**src/lrb_pkg.sv**
```systemverilog
// Shared types and constants for the link reconnect backoff supervisor.
// No dependencies; imported by every module of the block.
package lrb_pkg;

  // Field widths
  localparam int unsigned TIMEOUT_W = 20;
  localparam int unsigned CAP_W     = 17;
  localparam int unsigned AGE_W     = 32;
  localparam int unsigned ATT_W     = 5;
  localparam int unsigned WAIT_W    = CAP_W + 10;
  localparam int unsigned ADDR_W    = 4;
  localparam int unsigned DATA_W    = 32;

  // Saturation limit of the failed attempt counter
  localparam logic [ATT_W-1:0] ATTEMPT_CAP = 5'd31;
  localparam int unsigned      MS_PER_SEC  = 1000;

  // Register reset values
  localparam logic [TIMEOUT_W-1:0] TIMEOUT_RST = 20'd30000;
  localparam logic [CAP_W-1:0]     CAP_RST     = 17'd300;
  localparam logic                 BROKER_RST  = 1'b1;

  // Register indexes (word address bits)
  localparam logic [1:0] REG_TIMEOUT = 2'd0;
  localparam logic [1:0] REG_CAP     = 2'd1;
  localparam logic [1:0] REG_BROKER  = 2'd2;

  typedef enum logic [1:0] {
    MODE_CONNECT = 2'd0,
    MODE_POLL    = 2'd1,
    MODE_PUBLISH = 2'd2,
    MODE_TICK    = 2'd3
  } mode_t;

  typedef enum logic [1:0] {
    PUB_OK        = 2'd0,
    PUB_NOT_READY = 2'd1,
    PUB_SEND_FAIL = 2'd2,
    PUB_NONE      = 2'd3
  } pub_status_t;

  // Reported connection state codes
  localparam logic [1:0] CODE_IDLE       = 2'd0;
  localparam logic [1:0] CODE_CONNECTING = 2'd1;
  localparam logic [1:0] CODE_READY      = 2'd2;
  localparam logic [1:0] CODE_BACKOFF    = 2'd3;

  typedef enum logic [3:0] {
    ST_IDLE       = 4'b0001,
    ST_CONNECTING = 4'b0010,
    ST_READY      = 4'b0100,
    ST_BACKOFF    = 4'b1000
  } state_t;

  typedef struct packed {
    logic [TIMEOUT_W-1:0] attempt_limit_ms;
    logic [CAP_W-1:0]     max_backoff_seconds;
    logic                 broker_configured;
  } cfg_t;

  typedef struct packed {
    mode_t mode;
    logic  link_up;
    logic  session_ok;
    logic  session_up;
    logic  send_ok;
  } item_t;

  typedef struct packed {
    logic [1:0]       conn_state;
    pub_status_t      publish_status;
    logic             start_link;
    logic             session_attempt;
    logic [ATT_W-1:0] retry_count;
  } result_t;

endpackage

```
**src/lrb_cfg.sv**
```systemverilog
// Configuration register bank behind the APB-style port.
// Depends on lrb_pkg for register indexes, widths and reset values.
module lrb_cfg
  import lrb_pkg::*;
(
  input  logic              clk,
  input  logic              rst_n,
  input  logic              psel,
  input  logic              penable,
  input  logic              pwrite,
  input  logic [ADDR_W-1:0] paddr,
  input  logic [DATA_W-1:0] pwdata,
  output logic [DATA_W-1:0] prdata,
  output logic              pready,
  output cfg_t              cfg
);

  cfg_t cfg_r;
  logic wr_en;

  assign pready = 1'b1;
  assign wr_en  = psel & penable & pwrite;

  // Write on the access phase of a write beat
  always_ff @(posedge clk) begin
    if (!rst_n) begin
      cfg_r.attempt_limit_ms    <= TIMEOUT_RST;
      cfg_r.max_backoff_seconds <= CAP_RST;
      cfg_r.broker_configured   <= BROKER_RST;
    end else if (wr_en) begin
      unique case (paddr[3:2])
        REG_TIMEOUT: cfg_r.attempt_limit_ms    <= pwdata[TIMEOUT_W-1:0];
        REG_CAP:     cfg_r.max_backoff_seconds <= pwdata[CAP_W-1:0];
        REG_BROKER:  cfg_r.broker_configured   <= pwdata[0];
        default: ;
      endcase
    end
  end

  // Read back
  always_comb begin
    unique case (paddr[3:2])
      REG_TIMEOUT: prdata = DATA_W'(cfg_r.attempt_limit_ms);
      REG_CAP:     prdata = DATA_W'(cfg_r.max_backoff_seconds);
      REG_BROKER:  prdata = DATA_W'(cfg_r.broker_configured);
      default:     prdata = '0;
    endcase
  end

  assign cfg = cfg_r;

endmodule

```
**src/lrb_fsm.sv**
```systemverilog
// Connection state machine: state, state age and attempt counter, with the
// next-state and result logic for one item. Depends on lrb_pkg.
module lrb_fsm
  import lrb_pkg::*;
(
  input  logic    clk,
  input  logic    rst_n,
  input  cfg_t    cfg,
  input  logic    fire,
  input  item_t   item,
  output result_t res
);

  state_t           state_r, state_nxt;
  logic [AGE_W-1:0] age_r, age_nxt;
  logic [ATT_W-1:0] att_r, att_nxt;

  logic [ATT_W-1:0]  att_bump;
  logic [CAP_W-1:0]  pow_sec;
  logic [CAP_W-1:0]  wait_sec;
  logic [WAIT_W-1:0] wait_ms;
  logic              timed_out;
  logic              backoff_done;
  logic              start;
  logic              attempt;
  pub_status_t       pub;
  logic [1:0]        conn_code;

  // Saturating attempt increment
  assign att_bump = (att_r < ATTEMPT_CAP) ? att_r + ATT_W'(1) : att_r;

  // Backoff wait: min(2^attempts, cap) seconds, in ms
  always_comb begin
    pow_sec = CAP_W'(1) << att_r;
    if (att_r >= ATT_W'(CAP_W)) begin
      wait_sec = cfg.max_backoff_seconds;
    end else if (pow_sec > cfg.max_backoff_seconds) begin
      wait_sec = cfg.max_backoff_seconds;
    end else begin
      wait_sec = pow_sec;
    end
  end

  assign wait_ms      = WAIT_W'(wait_sec) * WAIT_W'(MS_PER_SEC);
  assign timed_out    = age_r >= AGE_W'(cfg.attempt_limit_ms);
  assign backoff_done = age_r >= AGE_W'(wait_ms);

  // Next state for the item at the head of the input register
  always_comb begin
    state_nxt = state_r;
    age_nxt   = age_r;
    att_nxt   = att_r;
    start     = 1'b0;
    attempt   = 1'b0;
    pub       = PUB_NONE;
    unique case (item.mode)
      MODE_CONNECT: begin
        if (state_r == ST_IDLE || state_r == ST_BACKOFF) begin
          state_nxt = ST_CONNECTING;
          age_nxt   = '0;
          start     = 1'b1;
        end
      end
      MODE_POLL: begin
        unique case (state_r)
          ST_CONNECTING: begin
            if (timed_out) begin
              att_nxt   = att_bump;
              state_nxt = ST_BACKOFF;
              age_nxt   = '0;
            end else if (item.link_up) begin
              attempt = cfg.broker_configured;
              if (!cfg.broker_configured || item.session_ok) begin
                att_nxt   = '0;
                state_nxt = ST_READY;
                age_nxt   = '0;
              end
            end
          end
          ST_READY: begin
            if (!item.link_up || (cfg.broker_configured && !item.session_up)) begin
              att_nxt   = att_bump;
              state_nxt = ST_BACKOFF;
              age_nxt   = '0;
            end
          end
          ST_BACKOFF: begin
            if (backoff_done) begin
              state_nxt = ST_CONNECTING;
              age_nxt   = '0;
              start     = 1'b1;
            end
          end
          default: ;
        endcase
      end
      MODE_PUBLISH: begin
        if (state_r != ST_READY) begin
          pub = PUB_NOT_READY;
        end else begin
          pub = item.send_ok ? PUB_OK : PUB_SEND_FAIL;
        end
      end
      default: begin
        if (age_r != '1) begin
          age_nxt = age_r + AGE_W'(1);
        end
      end
    endcase
  end

  // Advance state only when an item is processed
  always_ff @(posedge clk) begin
    if (!rst_n) begin
      state_r <= ST_IDLE;
      age_r   <= '0;
      att_r   <= '0;
    end else if (fire) begin
      state_r <= state_nxt;
      age_r   <= age_nxt;
      att_r   <= att_nxt;
    end
  end

  // Encode the reported state
  always_comb begin
    unique case (state_nxt)
      ST_CONNECTING: conn_code = CODE_CONNECTING;
      ST_READY:      conn_code = CODE_READY;
      ST_BACKOFF:    conn_code = CODE_BACKOFF;
      default:       conn_code = CODE_IDLE;
    endcase
  end

  assign res.conn_state      = conn_code;
  assign res.publish_status  = pub;
  assign res.start_link      = start;
  assign res.session_attempt = attempt;
  assign res.retry_count     = att_nxt;

endmodule

```
**src/link_reconnect_backoff_fsm.sv**
```systemverilog
// Link reconnect supervisor with exponential backoff: top level.
// An input beat becomes a result beat through the input register, then the result register.
// Throughput: one item per cycle while out_stall is low; the state update is a single pass.
// Reset (rst_n low, synchronous): state idle, age and attempts zero, both
// registers empty, configuration at its reset values.
module link_reconnect_backoff_fsm
  import lrb_pkg::*;
(
  input  logic              clk,
  input  logic              rst_n,
  // Input channel
  input  logic              in_valid,
  output logic              in_stall,
  input  logic [1:0]        in_mode,
  input  logic              in_link_up,
  input  logic              in_session_ok,
  input  logic              in_session_up,
  input  logic              in_send_ok,
  // Result channel
  output logic              out_valid,
  input  logic              out_stall,
  output logic [1:0]        out_conn_state,
  output logic [1:0]        out_publish_status,
  output logic              out_start_link,
  output logic              out_session_attempt,
  output logic [ATT_W-1:0]  out_retry_count,
  // Configuration port
  input  logic              psel,
  input  logic              penable,
  input  logic              pwrite,
  input  logic [ADDR_W-1:0] paddr,
  input  logic [DATA_W-1:0] pwdata,
  output logic [DATA_W-1:0] prdata,
  output logic              pready
);

  cfg_t    cfg;
  item_t   item_r;
  logic    in_valid_r, in_valid_nxt;
  result_t res, res_r;
  logic    out_valid_r, out_valid_nxt;
  logic    advance;
  logic    in_acc;
  logic    fire;
  item_t   item_in;

  // Handshake control
  assign advance       = ~out_valid_r | ~out_stall;
  assign in_stall      = in_valid_r & ~advance;
  assign in_acc        = in_valid & ~in_stall;
  assign fire          = in_valid_r & advance;
  assign in_valid_nxt  = in_acc | (in_valid_r & ~advance);
  assign out_valid_nxt = fire | (out_valid_r & out_stall);

  assign item_in.mode       = mode_t'(in_mode);
  assign item_in.link_up    = in_link_up;
  assign item_in.session_ok = in_session_ok;
  assign item_in.session_up = in_session_up;
  assign item_in.send_ok    = in_send_ok;

  // Valid flags
  always_ff @(posedge clk) begin
    if (!rst_n) begin
      in_valid_r  <= 1'b0;
      out_valid_r <= 1'b0;
    end else begin
      in_valid_r  <= in_valid_nxt;
      out_valid_r <= out_valid_nxt;
    end
  end

  // Capture the input beat
  always_ff @(posedge clk) begin
    if (in_acc) begin
      item_r <= item_in;
    end
  end

  // Hold the result until taken
  always_ff @(posedge clk) begin
    if (fire) begin
      res_r <= res;
    end
  end

  lrb_cfg u_cfg (
    .clk     (clk),
    .rst_n   (rst_n),
    .psel    (psel),
    .penable (penable),
    .pwrite  (pwrite),
    .paddr   (paddr),
    .pwdata  (pwdata),
    .prdata  (prdata),
    .pready  (pready),
    .cfg     (cfg)
  );

  lrb_fsm u_fsm (
    .clk   (clk),
    .rst_n (rst_n),
    .cfg   (cfg),
    .fire  (fire),
    .item  (item_r),
    .res   (res)
  );

  assign out_valid           = out_valid_r;
  assign out_conn_state      = res_r.conn_state;
  assign out_publish_status  = res_r.publish_status;
  assign out_start_link      = res_r.start_link;
  assign out_session_attempt = res_r.session_attempt;
  assign out_retry_count     = res_r.retry_count;

endmodule
```
**config.mk**
```make
export PLATFORM = sky130hd
export DESIGN_NAME = link_reconnect_backoff_fsm
export DESIGN_NICKNAME = d
export VERILOG_FILES = /design/src/lrb_pkg.sv /design/src/lrb_cfg.sv /design/src/lrb_fsm.sv /design/src/link_reconnect_backoff_fsm.sv
export SDC_FILE = /design/constraint.sdc
export NUM_CORES = 1
export LEC_CHECK = 0
export ABC_CLOCK_PERIOD_IN_PS = 24800
export BUFFER_PORTS_ARGS = -buffer_cell sky130_fd_sc_hd__buf_2
export CAP_MARGIN = 20
export CORE_MARGIN = 5
export CORE_UTILIZATION = 45
export CTS_BUF_LIST = sky130_fd_sc_hd__clkbuf_4
export DETAILED_ROUTE_END_ITERATION = 12
export GPL_ROUTABILITY_DRIVEN = 0
export PLACE_DENSITY = 0.62
export SYNTH_ARGS = -nofsm -noshare
export SYNTH_HDL_FRONTEND = slang
export SYNTH_HIERARCHICAL = 1
export SYNTH_SLANG_ARGS = --single-unit
```
**constraint.sdc**
```tcl
create_clock -name clk -period 24.8 [get_ports clk]
set_clock_uncertainty 0.2 [all_clocks]
set_input_delay 1.24 -clock clk [delete_from_list [all_inputs] [get_ports clk]]
set_output_delay 1.24 -clock clk [all_outputs]
set_load 0.01 [all_outputs]
```
Yosys cells after proc, flatten, opt, wreduce, memory -nomap -nowiden

Cells that the tools add are included.

Add/subtract/negate cells: 2
$mul: 1
$lt $le $gt $ge: 5
Equality and inequality tests: 19
Shift operators: 1
Mux-type cells: 34
Bitwise operators: 17
Reduce and logical (&&, ||, !) cells: 16

Operator list:

| operator                | count |
|---|---|
| $mux W32                | 7 |
| $pmux W32 S3            | 2 |
| $pmux W20 S3            | 1 |
| $mux W17                | 2 |
| $add A32 B1 Y32 const B | 1 |
| $ge A32 B20 Y1          | 1 |
| $ge A32 B27 Y1          | 1 |
| $ne A32 B32 Y1 const B  | 1 |
| $mux W5                 | 6 |
| $mul A17 B7 Y24 const B | 1 |
| $mux W4                 | 6 |
| $gt A17 B17 Y1          | 1 |
| $shl A1 B5 Y17 const A  | 1 |
| $ne A4 B3 Y1 const B    | 3 |
| $pmux W4 S3             | 1 |
| $pmux W5 S2             | 1 |
| $reduce_and A9 Y1       | 1 |
| $eq A4 B2 Y1 const B    | 2 |
| $eq A4 B3 Y1 const B    | 2 |
| $eq A4 B4 Y1 const B    | 2 |
| $not A1 Y1              | 8 |
| $pmux W4 S2             | 1 |
| $and A1 B1 Y1           | 6 |
| $ne A3 B2 Y1 const B    | 2 |
| 21 further kinds        | 35 |

Flip-flop bits (word level): 98
Bits of input ports: 49
Output and inout bits: 46
Word-level logic and storage cells: 114

Longest topological paths before layout

Word-level depth: 11
Gate-level depth with buffers: 43
Gate-level depth less buffers: 38

Hierarchy

The synthesis kept the hierarchy.

Modules (own cells, without submodules):

| module                     | times used | cells each | area each (um^2) | seq. area each (um^2) |
|---|---|---|---|---|
| lrb_fsm                    | 1          | 881        | 7400.8           | 820.8 |
| lrb_cfg                    | 1          | 220        | 1905.6           | 760.7 |
| link_reconnect_backoff_fsm | 1          | 25         | 594.3            | 550.5 |

Worst setup path after synthesis

OpenSTA, ideal clock, no wires.

Kind: flip-flop to flip-flop
Start point: reg u_fsm.att_r[0]
End point: reg u_fsm.age_r[29]
Setup time: 0.103 ns
Arrival time: 9.069 ns
Data required time: 24.497 ns
Slack: 15.428 ns
Cell stages (with the launch flop): 40
Path buffers: 4
Period minus slack after synthesis: 9.372 ns
Path through: dfxtp_1 -> clkbuf_1 -> inv_1 -> ha_1 -> nand2b_1 -> nor3_1 -> ha_1 -> a21o_1 -> a21o_1 -> a211oi_1 -> o21a_1 -> o21ai_0 -> a21oi_1 -> a31o_2 -> clkbuf_1 -> buf_2 -> mux2_2 -> fa_1 -> (+4 left out) -> fa_1 -> ha_1 -> a21oi_1 -> nor3b_1 -> a21oi_1 -> a211o_1 -> a21oi_1 -> xor2_1 -> ha_1 -> a2111oi_0 -> nand2_1 -> o211ai_1 -> nand4b_1 -> nor3_1 -> nand2b_1 -> buf_6 -> nor2_2 -> a2111oi_2

Longest elaborated chain between the ends: 8
Elaborated cells on any way between the ends: 9
Those cells by class: mul (1); order compare (3); eq/ne (1); shift (1); mux (2); reduce/logical (1)

Ends and longest elaborated chain:

| what                            | line           | RTL |
|---|---|---|
| start: declaration              | lrb_fsm.sv:16  | `logic [ATT_W-1:0] att_r, att_nxt;` |
| start signal: assignment        | lrb_fsm.sv:121 | `att_r <= att_nxt;` |
| $shl A1 B5 Y17                  | lrb_fsm.sv:34  | `pow_sec = CAP_W'(1) << att_r;` |
| $gt A17 B17 Y1                  | lrb_fsm.sv:37  | `end else if (pow_sec > cfg.max_backoff_seconds) begin` |
| $mux W17                        | lrb_fsm.sv:37  |  |
| $mux W17 (*)                    | lrb_fsm.sv:35  | `if (att_r >= ATT_W'(CAP_W)) begin` |
| $mul A17 B7 Y24 (*)             | lrb_fsm.sv:44  | `assign wait_ms = WAIT_W'(wait_sec) * WAIT_W'(MS_PER_SEC);` |
| $ge A32 B27 Y1 (*)              | lrb_fsm.sv:46  | `assign backoff_done = age_r >= AGE_W'(wait_ms);` |
| $ne A3 B2 Y1 (no line) (*)      | -              |  |
| $reduce_and A9 Y1 (no line) (*) | -              |  |
| end signal: assignment          | lrb_fsm.sv:120 | `age_r <= age_nxt;` |
| end: declaration                | lrb_fsm.sv:15  | `logic [AGE_W-1:0] age_r, age_nxt;` |

Mark *: on every way between the ends. The rest lies on a longest branch, timed or not.
A chain may end at the register's enable or synchronous reset.

Final worst setup path

Start point: reg u_fsm.att_r[1]
End point: reg u_fsm.age_r[29]

Same word-level chain as after synthesis.

==> impl_results.md <==
* Status: finished clean
* Pwr Density at 26.8 nW/um^2
* Slew Limit Headroom at 0.358
* Root Buffer: clkbuf_4
* Via-per-instance ratio at 5.51
* DRC at 0
* Die H at 158 microns
* Library cells used by synthesis at 91
* Endpoints failing setup at 0
* Sequential cell area fraction in the yosys report at 0.215
* Num ports at 95
* Clock buffer depth at 2
* Internal power at 198 uW
* Clock network fraction of design power at 0.296
* CTS clk-pin slew, worst paths at 0.18 ns
* Syn Inst Count at 1126
* Min-Delay Path Class: register to register
* RSZ-0062 raised after global routing: false
* Comb power frac at 0.104
* Routed WL per cell at 16.8 microns
* Worst path arrival time at 11.16 ns
* Highest clock rate at 91.0 MHz
* Dominant delay contributor by cell family on the critical path: compound AO/OA/AOI/OAI gates
* CTS hold repair buffers at 0
* Worst-Margin Slew at 0.955 ns
* Mapped Area at 9900 sq um
* Pre-Repair DR Iteration Count at 5
* Total Wirelength at 24400 microns
* Fin. Hold Viols at 0
* Resized Gates After CTS at 0
* Sw Ratio at 0.294
* H-tree depth at 3
* Vias in the first global route at 7546
* Layout cells sized above 1 at 0.114
* Layout net count at 1393
* Post-synth EDFFs at 17
* Clock Latency Late Sink at 0.47 ns
* Total CTS buffers at 9
* Critical path class: register to register
* Sw Pwr at 82.6 uW
* Post-CTS setup buffers at 0
* Worst hold margin at 0.285 ns
* Final min period at 10.99 ns
* CTS tree: done
* Gr usage total at 0.196
* Filler cells at 2143
* IO Port Bufs at 67
* Pin count of the biggest net entering global routing at 69
* Global route overflow at 0
* Max_cap viols at 0
* Die Span X at 158 microns
* CP endpoint kind: register
* Fin crit share at 0.443
* Via count at 7985
* Cell with the largest stage delay on the worst path: nor3_1
* Std-Cell Rows at 54
* Setup slack, reg-to-reg at 13.81 ns
* Antenna Nets Post-Route at 0
* Clk sinks at 98
* Pleak at 0.00497 uW
* IR Drop Worst-Case VDD at 0.0000303 V
* WP data required at 24.98 ns
* Initial antenna violation count at 1
* Initial DRC count at 475
* Die Area at 25100 sq um
* Pins Over Slew Limit at 0
* Ys Warns at 6
* Mean Syn Cell Area at 8.79 sq um
* CP Launch Type: register
* Share of power burned in registers at 0.600
* Max FO, Critical Path at 26
* Sum of negative setup slack at 0 ns
* Starting Density at 0.455
* Async SR Flop Fraction at 0
* CP Buf/Inv Count at 3
* Ys flop type: dfxtp_1
* DPL Wire Length at 19600 microns
* Core Area at 21800 sq um
* First-pass GRT wire length at 38800 microns
* Area delta synth->final at 5.79%
* Flop and latch count out of synthesis at 98
* Critical path's largest stage delay at 0.78 ns
[power by group through the flow]
stage          sequential, uW  combinational [uW]  clock, uW
6_report                  168                29.2       83.0
5_1_grt                   169                32.3       93.1
4_1_cts                   168                28.9       85.5
3_5_place_dp              172                28.8          0
3_3_place_gp              172                28.5          0
2_1_floorplan             170                22.4          0
[layout by cell type, fill, tap and decap left out, drive strengths merged, types with 13 or more instances in the layout]
master,count
edfxtp,17
nand2,79
dfxtp,81
o21ai,44
xor2,15
conb,13
a21o,16
mux2,16
fa,58
a21oi,58
ha,123
nor2,63
mux2i,59
buf,72
nand3,39
xnor2,14
o211ai,14
and3,19
inv,169
[area by class of cell]
type | count | area, sq um | area share
clock buffers | 9 | 67.6 | 0.00645
diodes | 1 | 2.50 | 0.000239
repair buffers | 72 | 380 | 0.0363
multi-input cells | 817 | 6860 | 0.655
well taps | 280 | 350 | 0.0334
inverters | 165 | 619 | 0.0591
clock inverters | 7 | 60.1 | 0.00573
flip-flops and latches | 98 | 2130 | 0.204
[kinds of logic after synthesis]
group | Yosys count | share of synthesized area
AOI/OAI and AO/OA | 203 | 0.139
xor gates and xnor gates | 29 | 0.0257
adders and majority gates | 181 | 0.273
buffers and inverters | 222 | 0.0962
DFF | 98 | 0.215
muxes | 75 | 0.0778
other | 2 | 0.000759
and+or+nand+nor | 316 | 0.172
[sequential cells by signal, summed over array words and instances, names as in the netlist]
name	count
u_cfg/cfg	38
u_fsm/age_r	32
item_r	6
out_retry_count	5
u_fsm/att_r	5
u_fsm/state_r	4
out_conn_state	2
out_publish_status	2
in_valid_r	1
out_session_attempt	1
out_start_link	1
out_valid	1
[worst paths after layout]
check	from	endpoint	depth (start not counted)
min	u_cfg/cfg[21]$_SDFFE_PN0P_	u_cfg/cfg[21]$_SDFFE_PN0P_	2
min reg2reg	u_cfg/cfg[21]$_SDFFE_PN0P_	u_cfg/cfg[21]$_SDFFE_PN0P_	2
max reg2reg	u_fsm/att_r[1]$_SDFFE_PN0P_	u_fsm/age_r[29]$_SDFFE_PN0P_	35
max	u_fsm/att_r[1]$_SDFFE_PN0P_	u_fsm/age_r[29]$_SDFFE_PN0P_	35
[per-layer routing]
layer	GRT usage	wire length (microns)
met5	0	0
met4	0.0605	582
met2	0.330	11600
met3	0.0247	1020
met1	0.263	11200
[worst reg2reg max path, delay by kind of cell, from the launching register on]
kind	cells	cell delay, ns
buffers and inverters	3	0.34
AND/OR/NAND/NOR	8	2.17
flip-flops	1	0.56
multiplexers	1	0.54
adder cells (fa/ha/maj)	8	3.31
AO/OA/AOI/OAI	14	3.57
XOR/XNOR	1	0.21
[synth_stat cells (all sizes together) (4+ instances only)]
cell,number,area share
edfxtp,17,0.052
nor3b,4,0.0035
or2,8,0.0051
nor2b,7,0.0044
clkbuf,20,0.0076
and2,9,0.0057
a211oi,9,0.0081
nand2b,11,0.0072
and3,19,0.013
o31ai,7,0.0067
mux2,16,0.018
and4,5,0.0044
xnor2,14,0.012
nand4,12,0.0082
a31oi,6,0.0038
a21o,16,0.012
a2111oi,4,0.0042
mux2i,59,0.060
o211ai,14,0.011
o21ai,44,0.023
inv,165,0.063
or3,12,0.0076
nor3,12,0.0066
nor4,12,0.010
a21oi,58,0.030
xor2,15,0.013
nor2,63,0.025
dfxtp,81,0.16
nand2,79,0.030
or4,12,0.0091
a21boi,5,0.0038
buf,37,0.026
ha,123,0.16
o21a,5,0.0038
nand3,39,0.021
nand3b,4,0.0034
fa,58,0.12
[stage by stage]
stage                     cell area (sq um)  power [uW]   util  setup WS [ns]  cells
after global placement                10300         200  0.475          13.38   1431
after floorplan                        9940         193      -          15.43   1137
final                                 10500         281  0.481          13.81   1449
after detailed placement              10300         201  0.475          13.35   1431
after global routing                  10500         294  0.481          13.13   1449
after CTS                             10500         283  0.481          13.25   1447
Power figures use the tool's default switching activity.
